===== config.mk =====
export PLATFORM = sky130hd
export DESIGN_NAME = box_overlap_track_matcher
export DESIGN_NICKNAME = d
export VERILOG_FILES = /design/src/hdl/botm_pkg.sv /design/src/hdl/botm_front.sv /design/src/hdl/botm_back.sv /design/src/hdl/box_overlap_track_matcher.sv
export SDC_FILE = /design/constraint.sdc
export NUM_CORES = 2
export LEC_CHECK = 0
export BUFFER_PORTS_ARGS = -buffer_cell sky130_fd_sc_hd__buf_2
export CAP_MARGIN = 10
export CORE_UTILIZATION = 27
export CTS_BUF_LIST = sky130_fd_sc_hd__clkbuf_8 sky130_fd_sc_hd__clkbuf_16
export DETAILED_ROUTE_END_ITERATION = 7
export HOLD_SLACK_MARGIN = 0.02
export SLEW_MARGIN = 20
export SYNTH_ARGS = -nofsm -noshare
export SYNTH_HDL_FRONTEND = slang
export SYNTH_SLANG_ARGS = --single-unit

===== constraint.sdc =====
create_clock -name clk -period 10.2 [get_ports clk]
set_input_delay 1.02 -clock clk [delete_from_list [all_inputs] [get_ports clk]]
set_output_delay 1.02 -clock clk [all_outputs]
set_load 0.01 [all_outputs]

===== src/hdl/botm_pkg.sv =====
package botm_pkg;

  localparam int MaxTracked = 16;
  localparam int CoordBits  = 12;
  localparam int IdxBits    = $clog2(MaxTracked);
  localparam int CntBits    = $clog2(MaxTracked + 1);
  localparam int ThrBits    = 17;
  localparam int IdBits     = 16;

  localparam logic [0:0] KindLoad  = 1'b0;
  localparam logic [0:0] KindCheck = 1'b1;

  localparam logic [0:0] CfgAreaThr = 1'b0;
  localparam logic [0:0] CfgCentThr = 1'b1;

  typedef struct packed {
    logic                 kind;
    logic                 first_of_set;
    logic [IdBits-1:0]    id;
    logic [CoordBits-1:0] x;
    logic [CoordBits-1:0] y;
    logic [CoordBits-1:0] w;
    logic [CoordBits-1:0] h;
  } item_t;

  typedef struct packed {
    logic [IdBits-1:0]    id;
    logic [CoordBits-1:0] x;
    logic [CoordBits-1:0] y;
    logic [CoordBits-1:0] w;
    logic [CoordBits-1:0] h;
  } entry_t;

endpackage


===== src/hdl/botm_front.sv =====
// Accepts items into a two-deep queue that decouples the port from the matcher.
module botm_front (
  input  logic           clk,
  input  logic           rst_n,
  input  logic           in_push,
  output logic           in_full,
  input  botm_pkg::item_t in_item,
  output logic           q_valid,
  input  logic           q_take,
  output botm_pkg::item_t q_item
);

  botm_pkg::item_t mem_r [2];
  logic            wp_r;
  logic            rp_r;
  logic [1:0]      cnt_r;
  logic            push;
  logic            take;

  assign in_full = (cnt_r == 2'd2);
  assign push    = in_push && !in_full;
  assign q_valid = (cnt_r != 2'd0);
  assign take    = q_take && q_valid;
  assign q_item  = mem_r[rp_r];

  always_ff @(posedge clk) begin
    if (push) begin
      mem_r[wp_r] <= in_item;
    end
    if (!rst_n) begin
      wp_r  <= 1'b0;
      rp_r  <= 1'b0;
      cnt_r <= 2'd0;
    end else begin
      if (push) begin
        wp_r <= !wp_r;
      end
      if (take) begin
        rp_r <= !rp_r;
      end
      cnt_r <= cnt_r + {1'b0, push} - {1'b0, take};
    end
  end

endmodule


===== src/hdl/botm_back.sv =====
// Runs one queued item: a load writes the table, a check walks the entries,
// each in turn through read, products, cross products and compare.
module botm_back (
  input  logic                         clk,
  input  logic                         rst_n,
  input  logic [botm_pkg::ThrBits-1:0] area_thr,
  input  logic [botm_pkg::ThrBits-1:0] cent_thr,
  input  logic                         q_valid,
  output logic                         q_take,
  input  botm_pkg::item_t              q_item,
  output logic                         res_valid,
  input  logic                         res_pop,
  output logic                         res_matched,
  output logic [botm_pkg::IdBits-1:0]  res_id,
  output botm_pkg::entry_t             res_box
);

  localparam int CB = botm_pkg::CoordBits;
  localparam int PW = 2 * CB + 19;

  typedef enum logic [2:0] {S_IDLE, S_READ, S_MUL, S_CROSS, S_DONE} state_t;

  state_t                      state_r;
  logic [botm_pkg::CntBits-1:0] count_r;
  logic [botm_pkg::CntBits-1:0] idx_r;
  botm_pkg::entry_t            table_r [botm_pkg::MaxTracked];
  botm_pkg::entry_t            ent_r;
  botm_pkg::entry_t            det_r;
  logic                        matched_r;
  logic [botm_pkg::IdBits-1:0] mid_r;
  logic                        res_valid_r;

  // Stage 1 registers.
  logic [2*CB-1:0] a1_r, a2_r, a0_r;
  logic [CB:0]     dx_r, dy_r;
  logic [CB-2:0]   mx_r, my_r;
  // Stage 2 registers.
  logic [2*CB+1:0] uni_r;
  logic [PW-1:0]   lhs_r, rhs_r;
  logic [CB+16:0]  cxl_r, cyl_r;
  logic [CB+16:0]  cxr_r, cyr_r;
  logic            mxz_r, myz_r;

  // Combinational geometry from the detected box and the current entry.
  logic [CB:0]   ex_d, ex_t, ey_d, ey_t, lox, hix, loy, hiy, ovx, ovy;
  logic [CB-2:0] hxd, hxt, hyd, hyt;
  logic [CB:0]   cxd, cxt, cyd, cyt;
  logic [16:0]   one_m;
  logic [2*CB+1:0] uni_c;
  logic          hit;

  always_comb begin
    ex_d = {1'b0, det_r.x} + {1'b0, det_r.w};
    ex_t = {1'b0, ent_r.x} + {1'b0, ent_r.w};
    ey_d = {1'b0, det_r.y} + {1'b0, det_r.h};
    ey_t = {1'b0, ent_r.y} + {1'b0, ent_r.h};
    lox  = (det_r.x > ent_r.x) ? {1'b0, det_r.x} : {1'b0, ent_r.x};
    loy  = (det_r.y > ent_r.y) ? {1'b0, det_r.y} : {1'b0, ent_r.y};
    hix  = (ex_d < ex_t) ? ex_d : ex_t;
    hiy  = (ey_d < ey_t) ? ey_d : ey_t;
    ovx  = (hix > lox) ? hix - lox : '0;
    ovy  = (hiy > loy) ? hiy - loy : '0;
    hxd  = det_r.w[CB-1:1];
    hxt  = ent_r.w[CB-1:1];
    hyd  = det_r.h[CB-1:1];
    hyt  = ent_r.h[CB-1:1];
    cxd  = {1'b0, det_r.x} + {2'b0, hxd};
    cxt  = {1'b0, ent_r.x} + {2'b0, hxt};
    cyd  = {1'b0, det_r.y} + {2'b0, hyd};
    cyt  = {1'b0, ent_r.y} + {2'b0, hyt};
    one_m = 17'h10000 - cent_thr;
    uni_c = {2'b0, a1_r} + {2'b0, a2_r} - {2'b0, a0_r};
    hit = (uni_r != '0 && lhs_r > rhs_r)
       || (!cent_thr[16] && !mxz_r && cxl_r < cxr_r)
       || (!cent_thr[16] && !myz_r && cyl_r < cyr_r);
  end

  assign q_take      = (state_r == S_IDLE) && q_valid && !res_valid_r;
  assign res_valid   = res_valid_r;
  assign res_matched = matched_r;
  assign res_id      = mid_r;
  assign res_box     = det_r;

  always_ff @(posedge clk) begin
    if (q_take && q_item.kind == botm_pkg::KindLoad) begin
      if (q_item.first_of_set) begin
        table_r[0] <= {q_item.id, q_item.x, q_item.y, q_item.w, q_item.h};
      end else if (count_r < botm_pkg::CntBits'(botm_pkg::MaxTracked)) begin
        table_r[count_r[botm_pkg::IdxBits-1:0]] <=
          {q_item.id, q_item.x, q_item.y, q_item.w, q_item.h};
      end
    end
    if (state_r == S_READ) begin
      ent_r <= table_r[idx_r[botm_pkg::IdxBits-1:0]];
    end
    if (state_r == S_MUL) begin
      a1_r <= (2*CB)'(det_r.w) * (2*CB)'(det_r.h);
      a2_r <= (2*CB)'(ent_r.w) * (2*CB)'(ent_r.h);
      a0_r <= (2*CB)'(ovx[CB-1:0]) * (2*CB)'(ovy[CB-1:0]);
      dx_r <= (cxd > cxt) ? cxd - cxt : cxt - cxd;
      dy_r <= (cyd > cyt) ? cyd - cyt : cyt - cyd;
      mx_r <= (hxd < hxt) ? hxd : hxt;
      my_r <= (hyd < hyt) ? hyd : hyt;
    end
    if (state_r == S_CROSS) begin
      uni_r <= uni_c;
      lhs_r <= {3'b0, a0_r, 16'b0};
      rhs_r <= PW'(area_thr) * PW'(uni_c);
      cxl_r <= {dx_r, 16'b0};
      cyl_r <= {dy_r, 16'b0};
      cxr_r <= (CB+17)'(one_m) * (CB+17)'(mx_r);
      cyr_r <= (CB+17)'(one_m) * (CB+17)'(my_r);
      mxz_r <= (mx_r == '0);
      myz_r <= (my_r == '0);
    end
    if (!rst_n) begin
      state_r     <= S_IDLE;
      count_r     <= '0;
      idx_r       <= '0;
      res_valid_r <= 1'b0;
      matched_r   <= 1'b0;
      mid_r       <= '0;
    end else begin
      if (res_valid_r && res_pop) begin
        res_valid_r <= 1'b0;
      end
      case (state_r)
        S_IDLE: begin
          if (q_take) begin
            if (q_item.kind == botm_pkg::KindLoad) begin
              if (q_item.first_of_set) begin
                count_r <= botm_pkg::CntBits'(1);
              end else if (count_r < botm_pkg::CntBits'(botm_pkg::MaxTracked)) begin
                count_r <= count_r + botm_pkg::CntBits'(1);
              end
            end else begin
              det_r     <= {q_item.id, q_item.x, q_item.y, q_item.w, q_item.h};
              idx_r     <= '0;
              matched_r <= 1'b0;
              mid_r     <= '0;
              state_r   <= S_READ;
            end
          end
        end
        S_READ: begin
          state_r <= (idx_r < count_r) ? S_MUL : S_DONE;
        end
        S_MUL: begin
          state_r <= S_CROSS;
        end
        S_CROSS: begin
          state_r <= S_DONE;
          // Compare happens on the cycle after the cross products land.
        end
        S_DONE: begin
          if (idx_r < count_r && hit) begin
            matched_r   <= 1'b1;
            mid_r       <= ent_r.id;
            res_valid_r <= 1'b1;
            state_r     <= S_IDLE;
          end else if (idx_r < count_r) begin
            idx_r   <= idx_r + botm_pkg::CntBits'(1);
            state_r <= S_READ;
          end else begin
            res_valid_r <= 1'b1;
            state_r     <= S_IDLE;
          end
        end
        default: state_r <= S_IDLE;
      endcase
    end
  end

endmodule


===== src/hdl/box_overlap_track_matcher.sv =====
// Matches detected boxes against up to 16 tracked boxes loaded earlier. A load
// item passes through the queue and writes the table; a check item walks the
// stored entries through the single shared area and centroid multiply datapath
// in the back end, stopping at the first entry that matches. Each check yields
// one result, which must be popped before the next item is processed.
module box_overlap_track_matcher (
  input  logic                                 clk,
  input  logic                                 rst_n,
  input  logic                                 in_push,
  output logic                                 in_full,
  input  logic                                 in_kind,
  input  logic                                 in_first_of_set,
  input  logic [botm_pkg::IdBits-1:0]          in_track_id,
  input  logic [botm_pkg::CoordBits-1:0]       in_box_x,
  input  logic [botm_pkg::CoordBits-1:0]       in_box_y,
  input  logic [botm_pkg::CoordBits-1:0]       in_box_width,
  input  logic [botm_pkg::CoordBits-1:0]       in_box_height,
  output logic                                 out_empty,
  input  logic                                 out_pop,
  output logic                                 out_matched,
  output logic [botm_pkg::IdBits-1:0]          out_matched_id,
  output logic [botm_pkg::CoordBits-1:0]       out_x,
  output logic [botm_pkg::CoordBits-1:0]       out_y,
  output logic [botm_pkg::CoordBits-1:0]       out_width,
  output logic [botm_pkg::CoordBits-1:0]       out_height,
  input  logic                                 cfg_valid,
  output logic                                 cfg_ready,
  input  logic                                 cfg_index,
  input  logic [botm_pkg::ThrBits-1:0]         cfg_data
);

  logic [botm_pkg::ThrBits-1:0] area_thr_r, cent_thr_r;
  botm_pkg::item_t  in_item, q_item;
  botm_pkg::entry_t res_box;
  logic             q_valid, q_take, res_valid;

  assign cfg_ready = 1'b1;
  assign in_item = {in_kind, in_first_of_set, in_track_id, in_box_x, in_box_y,
                    in_box_width, in_box_height};

  always_ff @(posedge clk) begin
    if (!rst_n) begin
      area_thr_r <= botm_pkg::ThrBits'(32768);
      cent_thr_r <= botm_pkg::ThrBits'(32768);
    end else if (cfg_valid) begin
      if (cfg_index == botm_pkg::CfgAreaThr) begin
        area_thr_r <= cfg_data;
      end else if (cfg_index == botm_pkg::CfgCentThr) begin
        cent_thr_r <= cfg_data;
      end
    end
  end

  botm_front u_front (
    .clk, .rst_n, .in_push, .in_full, .in_item,
    .q_valid, .q_take, .q_item
  );

  botm_back u_back (
    .clk, .rst_n, .area_thr(area_thr_r), .cent_thr(cent_thr_r),
    .q_valid, .q_take, .q_item, .res_valid, .res_pop(out_pop),
    .res_matched(out_matched), .res_id(out_matched_id), .res_box
  );

  assign out_empty  = !res_valid;
  assign out_x      = res_box.x;
  assign out_y      = res_box.y;
  assign out_width  = res_box.w;
  assign out_height = res_box.h;

  a_unmatched_id_zero: assert property (@(posedge clk) disable iff (!rst_n)
    (!out_empty && !out_matched) |-> (out_matched_id == '0))
    else $error("unmatched result carries an id");

  a_no_take_while_result: assert property (@(posedge clk) disable iff (!rst_n)
    (!out_empty && !out_pop) |=> !out_empty)
    else $error("result dropped before pop");

  a_result_stable: assert property (@(posedge clk) disable iff (!rst_n)
    (!out_empty && !out_pop) |=> $stable(out_matched_id))
    else $error("waiting result changed");

endmodule

==> impl_results.md <==
- Buffers added on ports: 155
- Least-Margin Pin Slew: 1.10 ns
- Final Critical Period: 10.35 ns
- EDFF count, synth: 1565
- XOR/XNOR Fraction of Synth Area: 2.47%
- Post-DRT Antenna Nets: 0
- Die height: 641 um
- Largest net degree at the start of global routing: 142
- Longest Clk Path Bufs: 4
- Worst Hold Class: in -> reg
- Global-route wire length before repair: 445 mm
- Area of the multi-input gates: 57100 um^2
- Die area: 411000 um^2
- Cts bufs inserted: 175
- Top-area cell type share of the netlist area: 42.6%
- Outcome: complete, but fails checks
- Post-synth top area cell: edfxtp_1
- Synth area leaders: edfxtp_1, fa_1, ha_1
- Synth Cell Area: 110000 um^2
- Initial core utilization: 27.1%
- Row cnt: 234
- Slew headroom: 25.8%
- Warnings from Yosys: 0
- Syn avg cell area: 12.6 um^2
- Syn Nets: 10600
- Clock Pin Slew Worst Setup and Hold Paths: 0.06 ns
- Core area: 407000 um^2
- Initial DRC Count: 5773
- Vias in the first global route: 69900
- Total routed wirelength: 297 mm
- Die width: 641 um
- HPWL Detailed: 209 mm
- CTS hold repair buffers: 0
- Fillers: 40700
- Worst EP arrival: 10.90 ns
- CP peak stage delay: 0.57 ns
- Initial antenna violation count: 25
- Fmax: 96.6 MHz
- Area growth from synthesis to layout: 14.9%
- CTS tree: yes
- Final count of pins violating max slew: 0
- Register area share after synthesis: 43.8%
- Remaining global-route overflow: 0
- Storage cell area: 48400 um^2
- Post-synth cell types: 94
- Worst skew pair latency: 0.86 ns
- Mux contribution to synthesized area: 7.94%
- Vias: 69200
- Largest family of logic cells by synthesized area: adder cells
- Routed vias/inst: 4.69
- Nets@finish: 11000
- Placed Area: 120000 um^2
- Synth Area in Simple Gates: 9.08%
- Remaining DRCs: 0
- Final instance area: 127000 um^2
- Asr flop ratio synth: 0%
- Worst Path Max Fanout: 6
- Failing checks: setup timing
- Compound-gate portion of the synthesized area: 5.29%
- Final worst path period share: 101%
- Max Cap Viol: 0
- Layout cell share with drive strength beyond 1: 16.2%
- Leading cell types in the layout, fill and taps excluded: edfxtp_1, inv_1, nand2_1
- Most common cell after layout, fill and taps aside: edfxtp_1
- I/O Pins: 157
- Adder-cell share of the synthesized area: 25.9%
- H-tree lvl count: 4
- Worst path slowest cell: fa_1
- Worst EP required: 10.75 ns
- Final setup margin: -0.147 ns
- Clk sink count: 1635
- Placer congestion estimate: 0.887
- GRT Resource Usage Total: 14.3%
- Root buf cell: clkbuf_16
- Pre-CTS setup slack: -0.379 ns
- Fin Clk Skew: 0.108 ns
- # setup viols final: 3
- Synth Register Bits: 1635
- Worst Setup Start Kind: register
- Critical path type: reg -> reg
- Fin. Hold Viols: 0
- Drt wl/cell: 20.1 um
- RSZ-0062 raised after global routing: yes
- Nature of the critical path endpoint: register
- Ys flop type: edfxtp_1
- Cells after Synth: 8754
- TritonRoute pass-1 iters: 8
## per-layer routing
metal,share of wire (%),global-route usage (%)
met5,0.0024,0
met4,2.5,3.30
met3,7.3,2.41
met2,46,23.0
met1,44,20.0
## cell type report
cell class                 instances  share of cell area, %
inverter                        1260                   3.73
sequential                      1635                   38.2
timing repair buffer             619                   3.49
antenna                            3                0.00592
tap                             5428                   5.35
clock buffer                     179                   3.52
clock inverter                   128                  0.736
multi-input combinational       5511                   45.0
## worst paths after layout
kind	start	slack, ns	endpoint	cells past startpoint
max	u_back.res_box[13]$_DFFE_PP_	-0.15	u_back.a0_r[23]$_DFFE_PP_	49
min	in_track_id[15]	0.35	u_front.mem_r[1][63]$_DFFE_PP_	1
max reg2reg	u_back.res_box[13]$_DFFE_PP_	-0.15	u_back.a0_r[23]$_DFFE_PP_	49
min reg2reg	u_back.dx_r[12]$_DFFE_PP_	0.40	u_back.cxl_r[28]$_DFFE_PP_	0
## cell families after synthesis
family | Yosys count
AND/OR/NAND/NOR | 2124
multiplexers | 464
adder cells (fa/ha/maj) | 1717
flip-flops | 1635
XOR/XNOR | 309
AO/OA/AOI/OAI | 896
other | 1
buffers and inverters | 1608
## state kept, by name (all words and copies together) (netlist names), 13 cells and up, named ones only
name / flops
area_thr_r: 17
cent_thr_r: 17
u_back.a0_r: 24
u_back.a1_r: 24
u_back.a2_r: 24
u_back.cxl_r: 13
u_back.cxr_r: 28
u_back.cyl_r: 13
u_back.cyr_r: 28
u_back.dx_r: 13
u_back.dy_r: 13
u_back.ent_r: 64
u_back.lhs_r: 24
u_back.res_box: 48
u_back.res_id: 16
u_back.rhs_r: 43
u_back.table_r: 1024
u_back.uni_r: 26
u_front.mem_r: 132
## repair_timing
| action | CTS | global route |
|---|---|---|
| setup endpoints to repair | 8 | 28 |
| gates resized for setup | 33 | 133 |
| pin swaps | 19 | 87 |
| setup buffers | 16 | 37 |
| cloned | 0 | 0 |
## cell usage after synthesis (all sizes together), types with 8 or more instances
library cell	instances
o311ai	10
xnor2	221
or2	33
inv	1254
fa	943
mux4	320
buf	61
o21ai	169
nand2b	41
o21bai	37
xor2	88
nor2	255
edfxtp	1565
a21boi	26
a21oi	283
nand3	102
o31a	8
ha	774
and2	332
nor3b	9
o211ai	41
nor4	25
nor2b	73
a21o	121
and3	19
nand2	968
o21a	54
o2111ai	11
o31ai	12
nor3	118
nand4	34
o41ai	13
a31o	8
dfxtp	70
a211oi	21
mux2i	52
clkbuf	287
mux2	92
a31oi	23
or3	88
## worst max-delay path, delay by kind of cell, from the launching register on
family	cells	cell delay, ns
AND/OR/NAND/NOR	8	0.89
XOR/XNOR	2	0.41
AO/OA/AOI/OAI	20	3.48
adder cells (fa/ha/maj)	9	3.68
multiplexers	1	0.35
buffers and inverters	9	0.86
flip-flops	1	0.39
## through the flow
step           std cells  hold slack, ns  utilization (%)  setup TNS [ns]
2_1_floorplan       8754           0.400                -               0
3_3_place_gp       14400           0.403             29.6          -0.707
3_5_place_dp       14400           0.405             29.6           -1.29
4_1_cts            14700           0.294             31.0               0
5_1_grt            14800           0.315             31.2           -2.90
6_report           14800           0.348             31.2          -0.209
Power is left out: the tool's default activity adds up to more than one toggle a clock period on the data nets, which glitch-free logic cannot reach.
